## config.mk

```make
export PLATFORM = sky130hd
export DESIGN_NAME = go_back_n_frame_receiver
export DESIGN_NICKNAME = d
export VERILOG_FILES = /design/src/rtl/core/gbn_pkg.sv /design/src/rtl/core/go_back_n_frame_receiver.sv /design/src/rtl/core/gbn_input_stage.sv /design/src/rtl/core/gbn_frame_check.sv
export SDC_FILE = /design/constraint.sdc
export NUM_CORES = 1
export LEC_CHECK = 0
export BUFFER_PORTS_ARGS = -buffer_cell sky130_fd_sc_hd__buf_4
export CAP_MARGIN = 30
export CORE_ASPECT_RATIO = 1.5
export CORE_UTILIZATION = 40
export DETAILED_ROUTE_END_ITERATION = 16
export PLACE_DENSITY = 0.63
export SKIP_LAST_GASP = 1
export SYNTH_ARGS = -nofsm -noshare
export SYNTH_HDL_FRONTEND = slang
export SYNTH_SLANG_ARGS = --single-unit
```

## constraint.sdc

```tcl
create_clock -name clk -period 2.6 [get_ports clk]
set_clock_uncertainty 0.2 [all_clocks]
set_input_delay 0.78 -clock clk [delete_from_list [all_inputs] [get_ports clk]]
set_output_delay 0.78 -clock clk [all_outputs]
set_load 0.05 [all_outputs]
```

## src/rtl/core/gbn_pkg.sv

```systemverilog
// ----------------------------------------------------------------------------
// gbn_pkg
// Shared types and constants for the Go-Back-N frame receiver.
// ----------------------------------------------------------------------------
package gbn_pkg;

    localparam int SEQ_BITS_DEF = 8;

    localparam logic [7:0] FLAG_BYTE      = 8'h24;   // '$'
    localparam logic [7:0] WINDOW_RST     = 8'd4;

    localparam logic FT_ACK  = 1'b0;
    localparam logic FT_NACK = 1'b1;

    typedef struct packed {
        logic [7:0] seq_num;
        logic [7:0] data_byte;
        logic       frame_start;
        logic       frame_end;
        logic [7:0] parity_byte;
    } gbn_in_item_t;

    typedef struct packed {
        logic       frame_type;
        logic [7:0] ack_number;
    } gbn_out_item_t;

    // Input register contents as seen by the check stage
    typedef struct packed {
        logic         valid;
        gbn_in_item_t item;
    } gbn_stage_t;

endpackage

```

## src/rtl/core/go_back_n_frame_receiver.sv

```systemverilog
// ----------------------------------------------------------------------------
// go_back_n_frame_receiver
// Go-Back-N receiver: checks byte-serial frames and answers ACK or NACK.
// ----------------------------------------------------------------------------
// One byte item is taken per cycle while in_stall is low. A byte passes an
// input register and is then folded into the frame state; a byte marked as
// frame end loads its ACK/NACK item into the result register when the check
// stage takes it from the input register, and out_valid rises with that load.
// Bytes without the end mark produce nothing. in_stall rises only when an end
// byte sits in the input register while the result register is full and
// stalled downstream. The window size register may be written only while no
// frame byte is in flight; cfg_ready is always high.
module go_back_n_frame_receiver
    import gbn_pkg::*;
#(
    parameter int SEQ_BITS = SEQ_BITS_DEF
)
(
    input  logic          clk,
    input  logic          rst_n,
    input  logic          in_valid,
    output logic          in_stall,
    input  gbn_in_item_t  in_item,
    output logic          out_valid,
    input  logic          out_stall,
    output gbn_out_item_t out_item,
    input  logic          cfg_valid,
    output logic          cfg_ready,
    input  logic [7:0]    cfg_data
);

    gbn_stage_t stage;
    logic       take;

    assign cfg_ready = 1'b1;

    gbn_input_stage u_input
    (
        .clk      (clk),
        .rst_n    (rst_n),
        .in_valid (in_valid),
        .in_stall (in_stall),
        .in_item  (in_item),
        .stage    (stage),
        .take     (take)
    );

    gbn_frame_check #(
        .SEQ_BITS (SEQ_BITS)
    ) u_check
    (
        .clk       (clk),
        .rst_n     (rst_n),
        .stage     (stage),
        .take      (take),
        .cfg_we    (cfg_valid && cfg_ready),
        .cfg_data  (cfg_data),
        .out_valid (out_valid),
        .out_stall (out_stall),
        .out_item  (out_item)
    );

endmodule

```

## src/rtl/core/gbn_input_stage.sv

```systemverilog
// ----------------------------------------------------------------------------
// gbn_input_stage
// Input register: holds one byte item until the check stage takes it.
// ----------------------------------------------------------------------------
module gbn_input_stage
    import gbn_pkg::*;
(
    input  logic         clk,
    input  logic         rst_n,
    input  logic         in_valid,
    output logic         in_stall,
    input  gbn_in_item_t in_item,
    output gbn_stage_t   stage,
    input  logic         take
);

    logic         a_valid_reg;
    logic         a_valid_next;
    gbn_in_item_t a_item_reg;
    logic         load;

    assign in_stall = a_valid_reg && !take;
    assign load     = in_valid && !in_stall;

    always_comb
    begin
        if (load)
        begin
            a_valid_next = 1'b1;
        end
        else if (take)
        begin
            a_valid_next = 1'b0;
        end
        else
        begin
            a_valid_next = a_valid_reg;
        end
    end

    always_ff @(posedge clk or negedge rst_n)
    begin
        if (!rst_n)
        begin
            a_valid_reg <= 1'b0;
        end
        else
        begin
            a_valid_reg <= a_valid_next;
        end
    end

    always_ff @(posedge clk)
    begin
        if (load)
        begin
            a_item_reg <= in_item;
        end
    end

    assign stage.valid = a_valid_reg;
    assign stage.item  = a_item_reg;

endmodule

```

## src/rtl/core/gbn_frame_check.sv

```systemverilog
// ----------------------------------------------------------------------------
// gbn_frame_check
// Per-byte frame state, end-of-frame checks and the result register.
// ----------------------------------------------------------------------------
module gbn_frame_check
    import gbn_pkg::*;
#(
    parameter int SEQ_BITS = SEQ_BITS_DEF
)
(
    input  logic          clk,
    input  logic          rst_n,
    input  gbn_stage_t    stage,
    output logic          take,
    input  logic          cfg_we,
    input  logic [7:0]    cfg_data,
    output logic          out_valid,
    input  logic          out_stall,
    output gbn_out_item_t out_item
);

    localparam int CMP_W = (SEQ_BITS > 8) ? SEQ_BITS : 8;

    logic [SEQ_BITS-1:0] exp_seq_reg;
    logic [SEQ_BITS-1:0] exp_seq_next;
    logic [7:0]          par_acc_reg;
    logic [7:0]          par_acc_next;
    logic                start_ok_reg;
    logic                start_ok_next;
    logic [7:0]          win_reg;
    logic                o_valid_reg;
    logic                o_valid_next;
    gbn_out_item_t       o_item_reg;
    gbn_out_item_t       o_item_next;

    logic                out_ready;
    logic                emit;
    logic                first_ok;
    logic [7:0]          inner;
    logic                good;
    logic [SEQ_BITS-1:0] seq_inc;
    logic [CMP_W-1:0]    exp_ext;

    assign out_ready = !o_valid_reg || !out_stall;
    // non-end bytes never need the result register
    assign take      = stage.valid && (!stage.item.frame_end || out_ready);
    assign emit      = take && stage.item.frame_end;

    always_comb
    begin
        first_ok = stage.item.frame_start ? (stage.item.data_byte == FLAG_BYTE)
                                          : start_ok_reg;
        inner    = stage.item.frame_start ? 8'd0 : par_acc_reg;
        good     = first_ok && (stage.item.data_byte == FLAG_BYTE)
                   && (inner == stage.item.parity_byte)
                   && (CMP_W'(stage.item.seq_num) == CMP_W'(exp_seq_reg));
        seq_inc  = exp_seq_reg + SEQ_BITS'(1);

        exp_seq_next  = exp_seq_reg;
        par_acc_next  = par_acc_reg;
        start_ok_next = start_ok_reg;

        if (take)
        begin
            if (!stage.item.frame_end)
            begin
                if (stage.item.frame_start)
                begin
                    start_ok_next = (stage.item.data_byte == FLAG_BYTE);
                    par_acc_next  = 8'd0;
                end
                else
                begin
                    par_acc_next = par_acc_reg ^ stage.item.data_byte;
                end
            end
            else
            begin
                if (good)
                begin
                    if (CMP_W'(seq_inc) == CMP_W'(win_reg))
                    begin
                        exp_seq_next = '0;
                    end
                    else
                    begin
                        exp_seq_next = seq_inc;
                    end
                end
                par_acc_next  = 8'd0;
                start_ok_next = 1'b0;
            end
        end

        exp_ext                = CMP_W'(exp_seq_next);
        o_item_next.frame_type = good ? FT_ACK : FT_NACK;
        o_item_next.ack_number = exp_ext[7:0];

        if (out_ready)
        begin
            o_valid_next = emit;
        end
        else
        begin
            o_valid_next = 1'b1;
        end
    end

    always_ff @(posedge clk or negedge rst_n)
    begin
        if (!rst_n)
        begin
            exp_seq_reg  <= '0;
            par_acc_reg  <= 8'd0;
            start_ok_reg <= 1'b0;
            win_reg      <= WINDOW_RST;
            o_valid_reg  <= 1'b0;
        end
        else
        begin
            exp_seq_reg  <= exp_seq_next;
            par_acc_reg  <= par_acc_next;
            start_ok_reg <= start_ok_next;
            o_valid_reg  <= o_valid_next;
            if (cfg_we)
            begin
                win_reg <= cfg_data;
            end
        end
    end

    always_ff @(posedge clk)
    begin
        if (emit)
        begin
            o_item_reg <= o_item_next;
        end
    end

    assign out_valid = o_valid_reg;
    assign out_item  = o_item_reg;

endmodule

```

---- Word-level counts from Yosys, hierarchy flattened ----
Index checks and enable logic that the tools add are counted.
word-level totals
  flip-flop bits (word level) ............. 62
  word-level logic and storage cells ...... 47
cells by class
  add/subtract/negate cells ............... 1
  equality and inequality tests ........... 4
  multiplexer cells ....................... 13
  bitwise gates (word level) .............. 1
  reductions and logical operators ........ 15
operators by type and width
  operator               number
  $mux W8                7
  $eq A8 B8 Y1           3
  $add A8 B1 Y8 const B  1
  $eq A8 B6 Y1 const B   1
  $xor A8 B8 Y8          1
  $logic_and A1 B1 Y1    7
  $mux W1                6
  $logic_not A1 Y1       5
  $logic_or A1 B1 Y1     2
  $reduce_bool A2 Y1     1

---- Longest topological paths before layout ----
Gate-level depths: netlist of the first run.
  word-level depth ........................ 9
  mapped depth ............................ 8
  gate-level depth less buffers ........... 7

---- By module ----
From an unflattened synthesis of the first run, not the netlist that was laid out.
unflattened totals
  cell total of the unflattened synthesis .. 228
  area total of the unflattened synthesis .. 2820.2 µm²
modules (own cells, without submodules)
  module                    instances  cells an instance  area an instance (µm²)
  gbn_frame_check           1          194                1963.1
  gbn_input_stage           1          32                 845.8
  go_back_n_frame_receiver  1          2                  11.3

---- Worst setup path after synthesis of the first run ----
OpenSTA, ideal clock, no wires.
  path kind ............................... reg-to-reg
  start point ............................. reg u_check.exp_seq_reg[1]
  end point ............................... reg u_check.o_item_reg (netlist bit u_check.out_item[6]) (data pin)
  arrival time ............................ 1.958 ns
  required time ........................... 2.130 ns
  path slack .............................. 0.173 ns
  stages on the path, launching flop included .. 9
  clock period less this slack ............ 2.427 ns
  cells stage by stage .................... dfrtp_1 ha_1 buf_2 nand3_1 xnor2_1 nor4b_2 o2111ai_4 a22oi_1 o31ai_2
on the way
  word-level cells in the longest chain between the ends .. 6
  elaborated cells on any way between the ends .. 8
  classes of those cells .................. add/sub (1); eq/ne (2); mux (4); reduce/logical (1)
ends and longest elaborated chain
  element                       RTL line                text
  from (decl)                   gbn_frame_check.sv:24   logic [SEQ_BITS-1:0] exp_seq_reg;
  from (signal assigned)        gbn_frame_check.sv:121  exp_seq_reg <= exp_seq_next;
  $add A8 B1 Y8                 gbn_frame_check.sv:57   seq_inc = exp_seq_reg + SEQ_BITS'(1);
  $eq A8 B8 Y1                  gbn_frame_check.sv:81   if (CMP_W'(seq_inc) == CMP_W'(win_reg))
  $mux W8                       gbn_frame_check.sv:81
  $mux W8 (*)                   gbn_frame_check.sv:79   if (good)
  $mux W8 (*)                   gbn_frame_check.sv:65   if (!stage.item.frame_end)
  $mux W8 (*)                   gbn_frame_check.sv:63   if (take)
  named net u_check.exp_ext[6]  gbn_frame_check.sv:42   logic [CMP_W-1:0] exp_ext;
  to (signal assigned)          gbn_frame_check.sv:136  o_item_reg <= o_item_next;
  to (decl)                     gbn_frame_check.sv:33   gbn_out_item_t o_item_reg;
Mark *: on every way through the listed nets, which the timed path passes. The rest lies on a longest branch.
A chain may end at the register's enable or synchronous reset.

---- Worst setup path in the final report of the first run ----
  start point ............................. reg u_check.exp_seq_reg[0]
  end point ............................... reg u_check.o_item_reg (netlist bit u_check.out_item[5]) (data pin)
Same word-level chain as after synthesis.

==> results of run 1 <==
[stage by stage]
step | setup slack, ps | power [W]
3_5_place_dp | 58.7 | 0.00139
4_1_cts | 38.1 | 0.00215
5_1_grt | -39.9 | 0.00222
2_1_floorplan | 173 | 0.00129
3_3_place_gp | 152 | 0.00139
6_report | 90.7 | 0.00212
[cell families after synthesis]
group	after synthesis	synth area share
AOI/OAI and AO/OA	49	0.129
xor gates and xnor gates	21	0.0634
adders and majority gates	1	0.00432
buffers and inverters	17	0.0259
DFF	62	0.596
muxes	8	0.0311
other	1	0.00129
and+or+nand+nor	77	0.148
[worst max path at each step]
stage	startpoint	endpoint	slack, ps	cells past startpoint
2_1_floorplan	u_check.exp_seq_reg[1]	u_check.out_item[6]	170	8
3_3_place_gp	out_stall	u_check.out_item[5]	150	7
3_5_place_dp	out_stall	u_check.out_item[7]	60	7
4_1_cts	u_check.par_acc_reg[0]	u_check.out_item[7]	40	5
5_1_grt	u_check.exp_seq_reg[0]	u_check.out_item[5]	-40	7
6_report	u_check.exp_seq_reg[0]	u_check.out_item[5]	90	7
[cell usage after synthesis, types with 2 or more instances]
cell type	count
o21ai_1	2
nand2b_1	6
o31ai_2	5
a31oi_1	2
clkbuf_1	4
a22oi_1	6
nor2b_1	2
xor2_1	7
nand4b_1	2
nand3_1	5
xnor2_1	14
nor4b_1	2
or3_1	3
nor3_1	2
edfxtp_1	35
nand4_1	5
nand2_1	21
a21oi_1	2
o21ai_0	21
buf_2	6
dfrtp_1	26
mux2_2	8
nor2_1	17
inv_1	6
and2_1	5
o211ai_1	2
[power groups by stage]
stage | Clock (W) | Combinational (W) | Sequential [W]
global route | 0.000824 | 0.000241 | 0.00116
CTS | 0.000774 | 0.000222 | 0.00115
global placement | 0 | 0.000218 | 0.00117
finish | 0.000748 | 0.000220 | 0.00115
detailed placement | 0 | 0.000221 | 0.00117
floorplan | 0 | 0.000104 | 0.00119
[layout make-up]
type / instances / area (µm²)
clock inverter: 1 / 5.00
fill: 617 / 3270
timing repair buffer: 68 / 510
multi-input combinational: 157 / 1140
tap: 78 / 97.6
sequential: 62 / 1730
clock buffer: 15 / 166
inverter: 6 / 22.5
[worst register-to-register path: stages, from the launching register on]
cell and delay (ps):
dfrtp_1 370, buf_4 180, nand2_1 180, or3_1 440, a21oi_2 220, o2111ai_4 260, a22oi_1 290, o41ai_2 120
[timing repair]
action,in CTS,in global routing
hold buffers,0,0
gates resized for setup,0,9
endpoints found under the setup margin,0,5
buffers inserted,0,5
[routing by layer]
layer,up-vias,share of wire
met4,0,0.034
met5,-,0
li1,998,-
met3,15,0.036
met1,964,0.36
met2,52,0.57
==> impl_metrics.yaml, run 1 <==
synth:
  ys_top_cells_by_area: "edfxtp_1, dfrtp_1, xnor2_1"
  syn_area_um2: 2900
  synth_largest_area_cell: "edfxtp_1"
  synth_edf_count: 35
  synth_cell_type_count: 46
  syn_nets: 276
  ys_seq_area_frac: 0.596
  avgSynthCellArea_um2: 12.3
  ys_warn_count: 0
  synth_cells: 236
  synth_ff_type: "edfxtp_1"
  synth-async-reset-ratio: 0.435
  synth_top_cell_area_share: 0.363
  ys_ff_latch: 62
global_route:
  grt_use_total: 0.174
  grt_pass1_vias: 2018
  antenna_found_initial: 0
  grt.overflow.total: 0
  busiest_layer: "met2"
  grt_max_degree: 28
  grt.met2_usage: 0.316
  grt_pass1_wl_um: 9590
  grt_util_met3: 0.0521
  grt_util_met1: 0.172
clock_network:
  cts.clk_slew.worst_paths_ps: 70
  numCtsBuffers: 9
  cts_root_buf: "clkbuf_8"
  clkLatencyLatePin_ps: 340
  clock-sinks: 62
  h-tree-depth: 3
  cts_buffer_depth: 2
  cts_tree: "yes"
sta:
  timing.fmax_ghz: 0.399
  maxSlewHeadroom: 0.658
  setup_violations: 0
  slew_viol_final: 0
  hold-worst-slack_ps: 148
  hold_viol: 0
  finalCritPeriodShare: 0.965
  fin_setup_tns_ps: 0
  worst_pin_slew_ps: 512
  min_period_ps: 2510
place:
  dp_cells: 366
  post_dp_cell_area_um2: 3420
  dp_hpwl_um: 4390
  place_congestion: 0.862
  portBuffers: 49
setup_path:
  rr_worst_depth: 7
  r2r-start: "u_check.exp_seq_reg[0]"
  end_kind: "flip-flop"
  max_stage_delay_ps: 440
  worst-r2r-setup-slack_ps: 90
  cp_top_family: "compound AO/OA/AOI/OAI gates"
  worstPathCellList: "buf_4, nand2_1, or3_1, a21oi_2, o2111ai_4, a22oi_1, o41ai_2"
  required_ps: 2490
  r2r_end: "u_check.out_item[5]"
  worstPathMaxFanout: 8
  cp-start-kind: "flip-flop"
  cp_num_buf_inv: 1
  cp_slowest_cell: "or3_1"
  arrival_ps: 2400
  critical_path_class: "flip-flop to flip-flop"
power_and_ir_drop:
  comb_power_share: 0.104
  p_per_area_nw_per_um2: 577
  p_sw_w: 0.000510
  seq_power_share: 0.544
  power.internal_w: 0.00161
  swShare: 0.241
  p_leak_nw: 1.45
  ir_drop_mv: 0.346
  clkPwrFrac: 0.353
min_path:
  hp-class: "primary input to async pin"
detailed_routing:
  dr.pass1.iters: 4
  drt_wl_total_um: 6010
  via_count: 2029
  avgViaCountPerCell: 5.24
  post_drt_wl_per_cell_um: 15.5
  detail_route.iter0.violations: 104
  ant_nets: 0
  drc: 0
final_layout:
  layout_commonest_cell: "buf_4"
  syn_to_final_growth_pct: 26.8
  design_area_um2: 3670
  drive_gt1_frac: 0.359
  post-route-util: 0.529
  layout.nets: 344
  largest_reg_flops: 26
  final_cells: 387
  final_cell_mix: "buf_4, edfxtp_1, dfrtp_1"
  diodes: 0
die:
  die_y_um: 106
  dieArea_um2: 7600
  rows: 37
  start_util: 0.417
  die_w_um: 71.5
  core-area_um2: 6940
  num_io_pins: 51
run:
  drv_cap: 0
outcome:
  status: "complete, no violations"
Power figures use the tool's default switching activity.
==> inputs of run 2 (changes only) <==
Settings changed: CTS_BUF_LIST from default to sky130_fd_sc_hd__clkbuf_4.
==> run 2 against run 1 <==
Worst hold slack got worse by 71 ps. Clock power down 25%. Routed wire length is 0.67% higher. Fmax fell by 0.59%. Global-route usage is 0.097 points lower. Critical endpoint is now u_check.out_item[7]. First-iteration DRC count is 9.6% lower. Combinational power hardly changed. Power is 8.8% lower. Register-to-register slack hardly changed. Sequential share of layout area up 0.80 points.
==> impl_metrics.yaml, run 2 (synthesized netlist as in run 1, its figures left out) <==
final_layout:
  drive_gt1_frac: 0.366
  final_cell_mix: "buf_4, edfxtp_1, dfrtp_1"
  largest_reg_flops: 26
  layout.nets: 344
  diodes: 0
  syn_to_final_growth_pct: 24.6
  layout_commonest_cell: "buf_4"
  design_area_um2: 3610
power_and_ir_drop:
  p_leak_nw: 1.43
  p_per_area_nw_per_um2: 535
  ir_drop_mv: 0.304
detailed_routing:
  detail_route.iter0.violations: 94
  avgViaCountPerCell: 5.25
  via_count: 2033
  post_drt_wl_per_cell_um: 15.6
  drt_wl_total_um: 6050
  drc: 0
  dr.pass1.iters: 4
  ant_nets: 0
die:
  dieArea_um2: 7600
  die_y_um: 106
  start_util: 0.417
  core-area_um2: 6940
  rows: 37
  die_w_um: 71.5
  num_io_pins: 51
sta:
  slew_viol_final: 0
  setup_violations: 0
  min_period_ps: 2520
  worst_pin_slew_ps: 525
  finalCritPeriodShare: 0.971
  maxSlewHeadroom: 0.649
  timing.fmax_ghz: 0.396
  fin_setup_tns_ps: 0
  hold_viol: 0
outcome:
  status: "complete, no violations"
clock_network:
  clkLatencyLatePin_ps: 410
  cts_buffer_depth: 2
  cts_tree: "yes"
  numCtsBuffers: 9
  hold_buffers: 0
  clock-sinks: 62
  cts.clk_slew.worst_paths_ps: 100
  cts_root_buf: "clkbuf_4"
  h-tree-depth: 3
setup_path:
  end_kind: "flip-flop"
  rr_worst_depth: 6
  r2r-start: "u_check.exp_seq_reg[3]"
  worstPathMaxFanout: 8
  cp-start-kind: "flip-flop"
  r2r_end: "u_check.out_item[7]"
  required_ps: 2620
  arrival_ps: 2540
  crit_start: "u_check.exp_seq_reg[3]"
  critical_path_class: "flip-flop to flip-flop"
  critical_path.endpoint: "u_check.out_item[7]"
  worst-r2r-setup-slack_ps: 80
place:
  dp_hpwl_um: 4390
  post_dp_cell_area_um2: 3420
  place_congestion: 0.862
  portBuffers: 49
global_route:
  grt_use_total: 0.173
  grt_pass1_vias: 2025
  grt_max_degree: 28
  grt.overflow.total: 0
  grt_pass1_wl_um: 9610
  antenna_found_initial: 0
min_path:
  hp-class: "primary input to async pin"
run:
  drv_cap: 0
-- run 2: changes by cell type in the layout (fill, tap and decap cells not counted), sizes merged --
cell    delta
clkinv     +2
clkbuf     -2
-- run 2: worst min path at each step --
stage                                 startpoint                      to  slack, ps  cells after the start
after floorplan           u_check.par_acc_reg[1]  u_check.par_acc_reg[1]        250                      1
after global placement    u_check.par_acc_reg[1]  u_check.par_acc_reg[1]        270                      1
after detailed placement  u_check.par_acc_reg[1]  u_check.par_acc_reg[1]        290                      1
after CTS                                  rst_n  u_check.exp_seq_reg[4]         70                      1
after global routing                       rst_n  u_check.exp_seq_reg[4]         80                      1
final                                      rst_n  u_check.exp_seq_reg[0]         80                      1
-- run 2: through the flow --
| step | cells | hold WS [ps] | worst slack (ps) | utilization | total power, W |
|---|---|---|---|---|---|
| 2_1_floorplan | 236 | 252 | 173 | - | 0.00129 |
| 3_3_place_gp | 366 | 269 | 152 | 0.492 | 0.00139 |
| 3_5_place_dp | 366 | 288 | 58.7 | 0.492 | 0.00139 |
| 4_1_cts | 382 | 68.6 | 46.6 | 0.508 | 0.00196 |
| 5_1_grt | 387 | 83.3 | -69.4 | 0.520 | 0.00203 |
| 6_report | 387 | 77.1 | 75.9 | 0.520 | 0.00193 |
-- run 2: layout make-up --
| cell class | count | area, µm² |
|---|---|---|
| Clock buffer | 13 | 97.6 |
| Clock inverter | 3 | 12.5 |
| Fill cell | 622 | 3330 |
| Inverter | 6 | 22.5 |
| Multi-Input combinational cell | 157 | 1140 |
| Sequential cell | 62 | 1730 |
| Tap cell | 78 | 97.6 |
| Timing Repair Buffer | 68 | 510 |
-- run 2: what timing repair did --
item,CTS,global route
endpoints found under the setup margin,0,6
endpoints found under the hold margin,0,0
buffers inserted,0,5
resized for setup,0,9
-- run 2: critical path: stages, from the launching register on --
cell       delay [ps]
dfrtp_1           590
nand4_1           280
or3_1             370
a21o_1            210
o2111ai_4         200
nand2b_4          170
o31ai_2           310
-- run 2: routing by layer --
layer	vias to the layer above	share of wire	track usage
li1	999	-	-
met4	0	0.033	0.101
met1	977	0.36	0.176
met5	-	0	0
met3	13	0.028	0.0436
met2	44	0.58	0.314
-- run 2: power by group --
| group | switching [W] | internal [W] |
|---|---|---|
| logic | 0.000116 | 0.000104 |
| clock network | 0.000328 | 0.000233 |
| registers | 0.0000461 | 0.00110 |
| total | 0.000490 | 0.00144 |
